<file path="config.mk">
export PLATFORM = sky130hd
export DESIGN_NAME = slip_stream_decoder_core
export DESIGN_NICKNAME = d
export VERILOG_FILES = /design/src/ssd_pkg.sv /design/src/ssd_stage.sv /design/src/ssd_step.sv /design/src/slip_stream_decoder_core.sv
export SDC_FILE = /design/constraint.sdc
export NUM_CORES = 1
export LEC_CHECK = 0
export BUFFER_PORTS_ARGS = -buffer_cell sky130_fd_sc_hd__buf_4
export CAP_MARGIN = 25
export CORE_MARGIN = 4
export CORE_UTILIZATION = 30
export DETAILED_ROUTE_END_ITERATION = 8
export PLACE_DENSITY = 0.55
export SETUP_SLACK_MARGIN = 0.2
export SLEW_MARGIN = 20
export SYNTH_ARGS = -nofsm -noshare
export SYNTH_HDL_FRONTEND = slang
export SYNTH_HIERARCHICAL = 1
export SYNTH_SLANG_ARGS = --single-unit
</file>
<file path="constraint.sdc">
create_clock -name clk_i -period 2.8 [get_ports clk_i]
set_input_delay 0.84 -clock clk_i [delete_from_list [all_inputs] [get_ports clk_i]]
set_output_delay 0.84 -clock clk_i [all_outputs]
set_load 0.05 [all_outputs]
</file>
<file path="src/ssd_pkg.sv">
// Package: shared constants, result type and width helper for the SLIP stream decoder.
`default_nettype none
package ssd_pkg;

  localparam int LineByteW     = 8;
  localparam int FrameLenW     = 9;
  localparam int MaxFrameBytesDef = 256;
  localparam logic [FrameLenW-1:0] MinFrameBytesRst = 9'd2;

  localparam logic [LineByteW-1:0] SymEnd    = 8'hC0;
  localparam logic [LineByteW-1:0] SymEsc    = 8'hDB;
  localparam logic [LineByteW-1:0] SymEscEnd = 8'hDC;
  localparam logic [LineByteW-1:0] SymEscEsc = 8'hDD;

  typedef struct packed {
    logic                 data_valid;
    logic [LineByteW-1:0] data_byte;
    logic                 frame_end;
    logic                 frame_abort;
    logic [FrameLenW-1:0] frame_length;
  } ssd_result_t;

  // Counter width: holds the buffer size and never narrower than the length field.
  function automatic int cnt_width(input int max_bytes);
    int w;
    w = $clog2(max_bytes + 1);
    return (w > FrameLenW) ? w : FrameLenW;
  endfunction

endpackage
`default_nettype wire

</file>
<file path="src/ssd_stage.sv">
// Module: one valid/stall register stage holding a payload word.
`default_nettype none
module ssd_stage #(
  parameter int Width = 8
) (
  input  logic             clk_i,
  input  logic             rst_ni,
  input  logic             valid_i,
  output logic             stall_o,
  input  logic [Width-1:0] data_i,
  output logic             valid_o,
  input  logic             stall_i,
  output logic [Width-1:0] data_o
);

  logic             valid_q, valid_d;
  logic [Width-1:0] data_q;
  logic             accept;

  assign stall_o = valid_q & stall_i;
  assign accept  = valid_i & ~stall_o;
  assign valid_d = (valid_q & stall_i) | accept;

  always_ff @(posedge clk_i or negedge rst_ni) begin
    if (!rst_ni) begin
      valid_q <= 1'b0;
    end else begin
      valid_q <= valid_d;
    end
  end

  always_ff @(posedge clk_i) begin
    if (accept) begin
      data_q <= data_i;
    end
  end

  assign valid_o = valid_q;
  assign data_o  = data_q;

endmodule
`default_nettype wire

</file>
<file path="src/ssd_step.sv">
// Module: combinational SLIP decode step, next state and result for one line byte.
`default_nettype none
module ssd_step #(
  parameter int MAX_FRAME_BYTES = ssd_pkg::MaxFrameBytesDef,
  parameter int CntW            = ssd_pkg::cnt_width(ssd_pkg::MaxFrameBytesDef)
) (
  input  logic [ssd_pkg::LineByteW-1:0] line_byte_i,
  input  logic [ssd_pkg::FrameLenW-1:0] min_frame_bytes_i,
  input  logic                          in_frame_i,
  input  logic                          esc_pending_i,
  input  logic [CntW-1:0]               byte_count_i,
  output logic                          in_frame_o,
  output logic                          esc_pending_o,
  output logic [CntW-1:0]               byte_count_o,
  output ssd_pkg::ssd_result_t          result_o
);
  import ssd_pkg::*;

  localparam logic [CntW-1:0] MaxCnt = CntW'(MAX_FRAME_BYTES);

  logic                 do_emit;
  logic [LineByteW-1:0] emit_byte;
  logic [CntW-1:0]      cnt_inc;

  assign cnt_inc = byte_count_i + CntW'(1);

  always_comb begin
    in_frame_o    = in_frame_i;
    esc_pending_o = esc_pending_i;
    byte_count_o  = byte_count_i;
    result_o      = '0;
    do_emit       = 1'b0;
    emit_byte     = line_byte_i;

    if (!in_frame_i) begin
      if (line_byte_i == SymEnd) begin
        in_frame_o    = 1'b1;
        esc_pending_o = 1'b0;
        byte_count_o  = '0;
      end
    end else if (esc_pending_i) begin
      esc_pending_o = 1'b0;
      if (line_byte_i == SymEscEsc) begin
        do_emit   = 1'b1;
        emit_byte = SymEsc;
      end else if (line_byte_i == SymEscEnd) begin
        do_emit   = 1'b1;
        emit_byte = SymEnd;
      end else begin
        // bad escape: drop the frame and hunt again
        in_frame_o            = 1'b0;
        byte_count_o          = '0;
        result_o.frame_abort  = 1'b1;
        result_o.frame_length = byte_count_i[FrameLenW-1:0];
      end
    end else if (line_byte_i == SymEsc) begin
      esc_pending_o         = 1'b1;
      result_o.frame_length = byte_count_i[FrameLenW-1:0];
    end else if (line_byte_i == SymEnd) begin
      byte_count_o          = '0;
      result_o.frame_length = byte_count_i[FrameLenW-1:0];
      if (byte_count_i >= CntW'(min_frame_bytes_i)) begin
        in_frame_o         = 1'b0;
        result_o.frame_end = 1'b1;
      end else begin
        result_o.frame_abort = (byte_count_i != '0);
      end
    end else begin
      do_emit = 1'b1;
    end

    if (do_emit) begin
      if (byte_count_i >= MaxCnt) begin
        // overflow: drop the byte and the frame
        in_frame_o            = 1'b0;
        esc_pending_o         = 1'b0;
        byte_count_o          = '0;
        result_o.frame_abort  = 1'b1;
        result_o.frame_length = byte_count_i[FrameLenW-1:0];
      end else begin
        byte_count_o          = cnt_inc;
        result_o.data_valid   = 1'b1;
        result_o.data_byte    = emit_byte;
        result_o.frame_length = cnt_inc[FrameLenW-1:0];
      end
    end
  end

endmodule
`default_nettype wire

</file>
<file path="src/slip_stream_decoder_core.sv">
// Top level: SLIP stream decoder with input register, decode step and result register.
`default_nettype none
// Usage:
//   Input channel: in_valid_i / in_stall_o carry one raw line byte (line_byte_i)
//   per transaction. A transaction completes at a rising edge with valid high and
//   stall low.
//   Output channel: out_valid_o / out_stall_i carry exactly one result per input
//   byte: data_valid_o/data_byte_o for a decoded payload byte, frame_end_o when a
//   closing END completes a good frame, frame_abort_o when decoded bytes are
//   discarded, and frame_length_o with the running or final count.
//   Configuration: cfg_we_i writes cfg_wdata_i into min_frame_bytes; write only
//   while no transaction is in flight.
//   Path: a byte accepted on the input channel lands in the input register, is
//   decoded by the combinational step into the result register, and leaves from
//   there as its output transaction.
//   Throughput: one byte per cycle while out_stall_i stays low; the combinational
//   decode step between the two registers sets this figure.
//   Stall: when out_stall_i holds a full result register, the input register
//   holds too and in_stall_o rises once it is occupied; no result is lost.
//   Reset: rst_ni low clears both stages, returns to hunting for END, clears the
//   count and escape flag, and sets min_frame_bytes to 2.
module slip_stream_decoder_core #(
  parameter int MAX_FRAME_BYTES = ssd_pkg::MaxFrameBytesDef
) (
  input  logic                          clk_i,
  input  logic                          rst_ni,
  input  logic                          cfg_we_i,
  input  logic [ssd_pkg::FrameLenW-1:0] cfg_wdata_i,
  input  logic                          in_valid_i,
  output logic                          in_stall_o,
  input  logic [ssd_pkg::LineByteW-1:0] line_byte_i,
  output logic                          out_valid_o,
  input  logic                          out_stall_i,
  output logic                          data_valid_o,
  output logic [ssd_pkg::LineByteW-1:0] data_byte_o,
  output logic                          frame_end_o,
  output logic                          frame_abort_o,
  output logic [ssd_pkg::FrameLenW-1:0] frame_length_o
);
  import ssd_pkg::*;

  localparam int CntW = cnt_width(MAX_FRAME_BYTES);
  localparam int ResW = $bits(ssd_result_t);

  logic [FrameLenW-1:0] min_frame_bytes_q;

  // decoder state
  logic            in_frame_q, in_frame_d;
  logic            esc_pending_q, esc_pending_d;
  logic [CntW-1:0] byte_count_q, byte_count_d;

  // input stage
  logic                 s1_valid;
  logic                 s1_stall;
  logic [LineByteW-1:0] s1_byte;
  logic                 s1_advance;

  // result stage
  ssd_result_t     step_res;
  ssd_result_t     out_res;
  logic [ResW-1:0] out_res_bits;

  always_ff @(posedge clk_i or negedge rst_ni) begin
    if (!rst_ni) begin
      min_frame_bytes_q <= MinFrameBytesRst;
    end else if (cfg_we_i) begin
      min_frame_bytes_q <= cfg_wdata_i;
    end
  end

  ssd_stage #(
    .Width(LineByteW)
  ) u_in_stage (
    .clk_i  (clk_i),
    .rst_ni (rst_ni),
    .valid_i(in_valid_i),
    .stall_o(in_stall_o),
    .data_i (line_byte_i),
    .valid_o(s1_valid),
    .stall_i(s1_stall),
    .data_o (s1_byte)
  );

  ssd_step #(
    .MAX_FRAME_BYTES(MAX_FRAME_BYTES),
    .CntW           (CntW)
  ) u_step (
    .line_byte_i      (s1_byte),
    .min_frame_bytes_i(min_frame_bytes_q),
    .in_frame_i       (in_frame_q),
    .esc_pending_i    (esc_pending_q),
    .byte_count_i     (byte_count_q),
    .in_frame_o       (in_frame_d),
    .esc_pending_o    (esc_pending_d),
    .byte_count_o     (byte_count_d),
    .result_o         (step_res)
  );

  // Advance the decoder state only when the byte moves into the result register.
  assign s1_advance = s1_valid & ~s1_stall;

  always_ff @(posedge clk_i or negedge rst_ni) begin
    if (!rst_ni) begin
      in_frame_q    <= 1'b0;
      esc_pending_q <= 1'b0;
      byte_count_q  <= '0;
    end else if (s1_advance) begin
      in_frame_q    <= in_frame_d;
      esc_pending_q <= esc_pending_d;
      byte_count_q  <= byte_count_d;
    end
  end

  ssd_stage #(
    .Width(ResW)
  ) u_out_stage (
    .clk_i  (clk_i),
    .rst_ni (rst_ni),
    .valid_i(s1_valid),
    .stall_o(s1_stall),
    .data_i (step_res),
    .valid_o(out_valid_o),
    .stall_i(out_stall_i),
    .data_o (out_res_bits)
  );

  assign out_res        = ssd_result_t'(out_res_bits);
  assign data_valid_o   = out_res.data_valid;
  assign data_byte_o    = out_res.data_byte;
  assign frame_end_o    = out_res.frame_end;
  assign frame_abort_o  = out_res.frame_abort;
  assign frame_length_o = out_res.frame_length;

`ifndef SYNTH
  // An escape can only be pending inside a frame.
  assert property (@(posedge clk_i) disable iff (!rst_ni) esc_pending_q |-> in_frame_q)
    else $error("escape pending while hunting");

  // The count never passes the buffer size.
  assert property (@(posedge clk_i) disable iff (!rst_ni)
    byte_count_q <= CntW'(MAX_FRAME_BYTES))
    else $error("byte count beyond buffer size");

  // A result is at most one of: payload byte, frame end, abort.
  assert property (@(posedge clk_i) disable iff (!rst_ni)
    out_valid_o |-> $onehot0({data_valid_o, frame_end_o, frame_abort_o}))
    else $error("conflicting result flags");

  // A payload byte always comes with a nonzero running length.
  assert property (@(posedge clk_i) disable iff (!rst_ni)
    (out_valid_o && data_valid_o) |-> (frame_length_o != '0))
    else $error("payload byte with zero length");

  // Hunting leaves a zero count behind.
  assert property (@(posedge clk_i) disable iff (!rst_ni)
    !in_frame_q |-> (byte_count_q == '0))
    else $error("nonzero count while hunting");
`endif

endmodule
`default_nettype wire

</file>
Yosys cells after proc, flatten, opt, wreduce, memory -nomap -nowiden
Index checks and enable logic that the tools add are counted.
{ "classes": {"reduce_logical": 4, "n_lt_le_gt_ge": 2, "muxes": 45, "addsub": 1, "bitwise": 11, "eq_ne": 7} }
{ "op_table": {"columns": ["cell", "count"], "rows": [
  ["9-bit 2-to-1 mux", 11],
  ["10-bit 2-to-1 mux", 5],
  ["8-bit == test (second input constant)", 4],
  ["8-bit 2-to-1 mux", 4],
  ["1-bit 2-to-1 mux", 23],
  ["4-bit by 3-bit != test with 1-bit output (second input constant)", 3],
  ["11-bit 2-to-1 mux", 1],
  ["9-bit by 1-bit adder with 9-bit output (second input constant)", 1],
  ["9-bit >= comparator", 1],
  ["9-bit >= comparator (second input constant)", 1],
  ["9-bit nonzero test", 1],
  ["1-bit inverter", 5],
  ["1-bit bitwise AND", 4],
  ["4-bit AND reduction", 1],
  ["4-bit OR reduction", 1],
  ["2-bit 2-to-1 mux", 1],
  ["1-bit bitwise OR", 2],
  ["2-bit OR reduction", 1]
]} }
{ "word_totals": {"ff_bits": 50, "wordCells": 81, "input_bits": 22, "out_inout_bits": 22} }

Logic depth before layout (Yosys ltp)
Gate-level depths: netlist (run 1).
{ "logic_depth": {"word_depth": 8, "depth_mapped": 9, "ltp_nobuf": 8} }

By module
Netlist (run 1), hierarchy kept.
{ "by_module_without_submodules": {"columns": ["module", "area_per_inst_um2", "cells_each", "n_inst", "seq_area_each_um2"], "rows": [
  ["ssd_step", 873.3, 122, 1, 0.0],
  ["slip_stream_decoder_core", 803.3, 43, 1, 501.7],
  ["ssd_stage at u_out_stage", 650.6, 24, 1, 625.6],
  ["ssd_stage at u_in_stage", 290.3, 12, 1, 265.3]
]} }

Worst setup path before layout (run 1)
Ideal clock, no wire load.
{ "synth_timing": {"path_type": "flip-flop to flip-flop", "start": "register u_in_stage.data_q[4], in the netlist u_in_stage/data_o[4]", "end": "register byte_count_q[4]", "setup_ns": 0.125, "slack_ns": 0.390, "arrival_ns": 2.285, "required_time_ns": 2.675, "path_stages_with_launch": 9, "path_buffers": 1, "synth_period_minus_slack_ns": 2.410, "cell_sequence": "edfxtp_1 or4_4 a211o_1 a2bb2oi_4 inv_2 buf_6 and3_4 a211o_1 mux2_4"} }
{ "synth_via": {"word_cells_on_any_way": 19, "classes_between": "eq/ne: 7; mux: 11; reduce/logical: 1"} }
{ "synth_lines": {"columns": ["item", "line_no", "source"], "rows": [
  ["start, declared", "ssd_stage.sv:17", "logic [Width-1:0] data_q;"],
  ["start signal, assigned", "ssd_stage.sv:34", "data_q <= data_i;"],
  ["8-bit == test (on tied branches)", "ssd_step.sv:59, ssd_step.sv:46", null],
  ["9-bit 2-to-1 mux, or another cell as far along (2 in series)", null, null],
  ["9-bit 2-to-1 mux or 1-bit 2-to-1 mux (tied branches) (2 in series)", null, null],
  ["9-bit 2-to-1 mux *", "ssd_step.sv:72", "if (do_emit) begin"],
  ["via byte_count_d[4]", "slip_stream_decoder_core.sv:50", "logic [CntW-1:0] byte_count_q, byte_count_d;"],
  ["end signal, assigned", "slip_stream_decoder_core.sv:110", "byte_count_q <= byte_count_d;"],
  ["end, declared", "slip_stream_decoder_core.sv:50", null]
]} }
Mark *: on every way through the listed nets, which the timed path passes. The rest lies on a longest branch. The select of a mux whose other input is x is not followed.
A chain may end at the register's enable or synchronous reset.

Worst setup path in the final report (run 1)
{ "layout_timing": {"start": "register u_in_stage.data_q[4], in the netlist u_in_stage/data_o[4]", "end": "register byte_count_q[5]"} }
The elaborated chain is that of the path after synthesis.

==> impl_metrics.yaml, run 1 <==
cts:
  cts.sink_count: 50
  cts_inserted_buffers: 5
  cts_tree: "done"
  cts_max_level: 2
  ctsLongestPathBuffers: 2
  cts.clk_slew.worst_paths_ns: 0.09
  cts_hold_buf: 0
  clockRootBuffer: "clkbuf_8"
  clock_latency_ns: 0.30
floorplan:
  core_area_um2: 8340
  pin_count: 44
  start_util_pct: 31.4
  die_h_um: 101
  placementRows: 33
  fp.dieArea_um2: 10300
  die_x_um: 101
setup_path:
  crit_fanout: 21
  cp-start-kind: "register"
  worstPathCellList: "or4_4 -> a211o_1 -> a2bb2oi_4 -> inv_4 -> and3_1 -> a221o_1 -> mux2_4"
  cp_top_family: "compound AO/OA/AOI/OAI gates"
  crit_type: "register to register"
  startpoint: "u_in_stage/data_o[4]"
  r2r-start: "u_in_stage/data_o[4]"
  slowest_stage: "or4_4"
  path_buf_inv: 1
  worstPathArrival_ns: 2.67
  end_kind: "register"
  crit_required_ns: 3.00
  slowest_delay_ns: 0.57
power:
  power.density_nw_per_um2: 607
  switchingPower_uw: 629
  p_leak_nw: 1.42
  power_frac_seq_pct: 48.4
  clockPowerShare_pct: 22.5
  swShare_pct: 32.7
  ir_drop_mv: 0.195
  internal-power_mw: 1.29
  combPwrFrac_pct: 29.0
final_layout:
  multi_input_area_um2: 1130
  diodes: 0
  fillerInstances: 826
  syn_to_final_growth_pct: 20.9
  register_area_um2: 1390
  fin_nets: 286
  drive_gt1_share_pct: 34.8
sta:
  fin_crit_sh_pct: 88.4
  hold_viol_final: 0
  worstMarginPinSlew_ns: 0.497
  finalWorstSetupSlack_ns: 0.325
  slew_viol_final: 0
  rsz0062_at_grt: "no"
  setup-tns-final_ns: 0
  finalSetupViolations: 0
  period_needed_ns: 2.48
  fmax_ghz: 0.404
  finClkSkew_ns: 0.00640
  relSlewSlack_pct: 66.8
global_routing:
  grt_pass1_wl_mm: 8.41
  grt_max_degree: 23
  grt-ovfl-total: 0
  antenna_found_initial: 0
  grt_usage_pct: 10.4
  first_global_vias: 1647
yosys:
  synth_edf_count: 28
  seq_area_frac_synth_pct: 53.2
  ys_ff_latch: 50
  ys_types: 50
  yosysWarnings: 6
  synth_nets: 235
  async_reset_ff_share_pct: 44.0
  avgSynthCellArea_um2: 13.0
  synthTopCellsByCount: "edfxtp_1, dfrtp_1, ha_1, inv_1"
  synth.area.top_cells: "edfxtp_1, dfrtp_1, ha_1"
  synthFlopType: "edfxtp_1"
  netlist_area_um2: 2620
  yosysMostFrequentCell: "edfxtp_1"
  synth_top_area_cell: "edfxtp_1"
  postSynthCellCount: 201
  synth_top_cell_area_share_pct: 32.1
place:
  portBuffers: 43
  place_ws_ns: 0.187
  gp_congestion: 0.804
  dp_hpwl_mm: 3.80
detailed_routing:
  ant_nets: 0
  drt_wl_total_mm: 5.13
  drc_errors: 0
  wl_per_cell_um: 14.3
  first_pass_iters: 4
  avgViaCountPerCell: 4.84
  drt_iter0_drc: 99
  vias: 1732
run_status:
  status: "complete, no violations"
min_path:
  hold_path.class: "input pin to asynchronous set/reset pin"
run:
  max_cap_violations: 0
[cell usage in the layout (no fill, tap or decap), types with 5 or more instances in the layout]
| cell | count |
|---|---|
| dfrtp_1 | 21 |
| edfxtp_1 | 28 |
| nor2_1 | 5 |
| nor3_1 | 5 |
| buf_4 | 49 |
| a21o_1 | 6 |
| ha_1 | 12 |
| clkbuf_8 | 6 |
| o21ai_0 | 6 |
| mux2_2 | 10 |
| mux2_4 | 10 |
| nand2_1 | 9 |
| a221o_1 | 6 |
| inv_1 | 12 |
| a211o_1 | 7 |
| and2_1 | 7 |
[layout make-up]
type / count / area share [%]
clock buffers: 7 / 2.73
multi-input cells: 133 / 35.7
well taps: 105 / 4.15
inverters: 13 / 1.62
clock inverters: 1 / 0.158
flip-flops and latches: 50 / 44.0
repair buffers: 49 / 11.6
[power by group through the flow]
stage                     registers, mW  clock network [mW]  logic, mW
after floorplan                    1.04                   0      0.304
after global placement            0.945                   0      0.540
after detailed placement          0.947                   0      0.540
after CTS                         0.932               0.443      0.549
after global routing              0.943               0.475      0.610
final                             0.930               0.433      0.558
[metrics by stage]
stage	cells	area, um2	power (mW)	hold WS, ns	utilization [%]
6_report	358	3170	1.92	0.414	38.0
5_1_grt	358	3170	2.03	0.437	38.0
4_1_cts	356	3150	1.92	0.427	37.8
3_5_place_dp	348	3060	1.49	0.498	36.6
3_3_place_gp	348	3060	1.48	0.493	36.6
2_1_floorplan	201	2620	1.34	0.480	-
[kinds of logic (layout without fill, tap and decap cells)]
logic type,count (synthesis),count (layout),share of synthesized area [%]
mux,22,22,10.8
buf+inv,18,70,3.58
flops,50,50,53.2
compound gates,44,44,13.9
simple gates,55,55,12.8
fa+ha+maj,12,12,5.74
[worst paths after layout]
check | slack (ns) | cells past startpoint | to
worst max-delay path | 0.32 | 7 | byte_count_q[5]
worst min-delay path | 0.41 | 1 | min_frame_bytes_q[5]
worst max register to register | 0.32 | 7 | byte_count_q[5]
worst min register to register | 0.51 | 1 | min_frame_bytes_q[8]
max in group asynchronous | 2.10 | 1 | min_frame_bytes_q[1]
min in group clk_i | 0.51 | 1 | min_frame_bytes_q[8]
[registers in the layout (all words and copies together) (netlist names)]
register,count
min_frame_bytes_q,9
u_out_stage/data_o,20
esc_pending_q,1
byte_count_q,9
u_in_stage/data_o,8
in_frame_q,1
u_out_stage/valid_o,1
u_in_stage/valid_o,1
[per-layer routing]
layer / GRT usage, % / up-vias / routed length [um]
li1: - / 870 / -
met2: 15.2 / 41 / 2260
met4: 3.68 / 0 / 74
met1: 15.2 / 817 / 2540
met3: 2.00 / 4 / 243
met5: 0 / - / 0
[what timing repair did]
item                                    CTS  global route
endpoints found under the setup margin    2             5
endpoints found under the hold margin     0             0
gates cloned                              0             0
pin swaps                                 0             1
buffers inserted                          0             2
resized for setup                         1             0
Note: power is estimated with default switching activity, not from simulation.
==> inputs of run 2 (changes only) <==
--- a/config.mk
+++ b/config.mk
@@ -5,10 +5,11 @@
 export SDC_FILE = /design/constraint.sdc
 export NUM_CORES = 1
 export LEC_CHECK = 0
-export BUFFER_PORTS_ARGS = -buffer_cell sky130_fd_sc_hd__buf_4
+export BUFFER_PORTS_ARGS = -buffer_cell sky130_fd_sc_hd__buf_2
 export CAP_MARGIN = 25
 export CORE_MARGIN = 4
 export CORE_UTILIZATION = 30
+export CTS_BUF_LIST = sky130_fd_sc_hd__clkbuf_16
 export DETAILED_ROUTE_END_ITERATION = 8
 export PLACE_DENSITY = 0.55
 export SETUP_SLACK_MARGIN = 0.2
==> run 2 against run 1 <==
Worst setup slack gained 0.026 ns. Critical path depth shrank 3. Clock skew is essentially flat. Maximum frequency grew 1.1%. Critical endpoint is now in_stall_o. Largest cell class unchanged. Largest power group unchanged.
==> impl_metrics.yaml, run 2 (synthesis results as in run 1) <==
global_routing:
  grt_usage_pct: 10.6
  first_global_vias: 1641
  grt-ovfl-total: 0
  grt_max_degree: 23
  grt_pass1_wl_mm: 8.49
  antenna_found_initial: 0
place:
  placed_cells: 347
  gp_congestion: 0.797
  portBuffers: 43
  dp_hpwl_mm: 3.85
detailed_routing:
  first_pass_iters: 4
  drc_errors: 0
  avgViaCountPerCell: 4.83
  drt_iter0_drc: 95
  wl_per_cell_um: 14.8
  vias: 1718
  ant_nets: 0
  drt_wl_total_mm: 5.28
run_status:
  status: "complete, no violations"
floorplan:
  core_area_um2: 8340
  pin_count: 44
  die_h_um: 101
  placementRows: 33
  fp.dieArea_um2: 10300
  start_util_pct: 31.4
  die_x_um: 101
cts:
  ctsLongestPathBuffers: 2
  cts_hold_buf: 0
  cts_tree: "done"
  cts.clk_slew.worst_paths_ns: 0.07
  clockRootBuffer: "clkbuf_16"
  cts_inserted_buffers: 5
  cts_max_level: 2
  cts.sink_count: 50
  clock_latency_ns: 0.29
sta:
  finalSetupViolations: 0
  rsz0062_at_grt: "no"
  fin_crit_sh_pct: 87.5
  finClkSkew_ns: 0.00656
  hold_viol_final: 0
  whs_ns: 0.509
  worstMarginPinSlew_ns: 0.538
  fmax_ghz: 0.408
  slew_viol_final: 0
  relSlewSlack_pct: 64.1
  period_needed_ns: 2.45
  setup-tns-final_ns: 0
final_layout:
  fillerInstances: 826
  layout_commonest_cell: "buf_2"
  diodes: 0
  utilization_pct: 37.3
  syn_to_final_growth_pct: 19.0
  final_cells: 356
  fin_nets: 284
  multi_input_area_um2: 1130
  mostFrequentLayoutCells: "buf_2, edfxtp_1, dfrtp_1, inv_1, ha_1"
  drive_gt1_share_pct: 33.9
  register_area_um2: 1390
  largest_reg_flops: 20
power:
  swShare_pct: 30.5
  clockPowerShare_pct: 31.4
  internal-power_mw: 1.48
  switchingPower_uw: 650
  combPwrFrac_pct: 25.0
  power.density_nw_per_um2: 684
  fin_total_pwr_mw: 2.13
  ir_drop_mv: 0.261
  power_frac_seq_pct: 43.6
  p_leak_nw: 1.41
min_path:
  hold_path.class: "register to register"
  hp-start: "min_frame_bytes_q[2]"
  hold_path_depth: 1
setup_path:
  r2r-start: "u_in_stage/data_o[4]"
  regToRegEndpoint: "byte_count_q[5]"
  crit_fanout: 4
  worstPathCellList: "buf_2 -> and2_1 -> and2_1 -> buf_2"
  crit_required_ns: 1.96
  worstPathArrival_ns: 1.61
  crit_type: "input pin to primary output"
  r2r_cells: 7
  slowest_stage: "buf_2"
  cp-start-kind: "input pin"
  cp-endpoint: "in_stall_o"
  slowest_delay_ns: 0.26
  cp_num_cells: 4
  rrSetupSlack_ns: 0.36
  path_buf_inv: 2
  end_kind: "primary output"
  startpoint: "out_stall_i"
  cp_top_family: "simple AND/OR/NAND/NOR gates"
run:
  max_cap_violations: 0
-- run 2: cell types whose count changed in the layout (fill, tap and decap cells not counted), moves of 5 or more --
cell,change
clkbuf_8,-6
buf_2,+43
buf_4,-45
clkbuf_16,+5
-- run 2: stage by stage --
stage	worst slack (ns)	area, um2
final	0.351	3110
after global placement	0.242	2940
after CTS	0.234	3110
after floorplan	0.390	2620
after detailed placement	0.194	2940
after global routing	0.281	3110
-- run 2: worst min-delay path by stage --
| stage | endpoint | slack [ns] |
|---|---|---|
| 2_1_floorplan | in_frame_q | 0.48 |
| 3_3_place_gp | min_frame_bytes_q[3] | 0.49 |
| 4_1_cts | min_frame_bytes_q[2] | 0.52 |
| 5_1_grt | min_frame_bytes_q[7] | 0.53 |
| 6_report | min_frame_bytes_q[2] | 0.51 |
| 3_5_place_dp | min_frame_bytes_q[7] | 0.50 |
-- run 2: routing by layer --
metal / vias to the layer above / GRT usage, % / routed length [um]
li1: 862 / - / -
met1: 812 / 16.0 / 2620
met2: 40 / 15.0 / 2330
met3: 4 / 1.86 / 261
met4: 0 / 4.29 / 65
met5: - / 0 / 0
-- run 2: cell type report --
class                      count  share of cell area (%)
tap                          105                    4.22
clock buffer                   5                    4.02
clock inverter                 3                    1.21
sequential                    50                    44.7
timing repair buffer          47                    7.87
inverter                      13                    1.65
multi-input combinational    133                    36.3
-- run 2: power by group through the flow --
stage | sequential, mW | clock [mW] | combinational, mW
global route | 0.943 | 0.719 | 0.581
CTS | 0.931 | 0.685 | 0.525
floorplan | 1.04 | 0 | 0.304
detailed placement | 0.946 | 0 | 0.519
finish | 0.930 | 0.669 | 0.531
global placement | 0.944 | 0 | 0.514
-- run 2: repair_timing --
action / 4_1_cts / 5_1_grt
endpoints found under the setup margin: 2 / 8
resized for setup: 1 / 1
buffers inserted: 0 / 1
pin swaps: 0 / 1
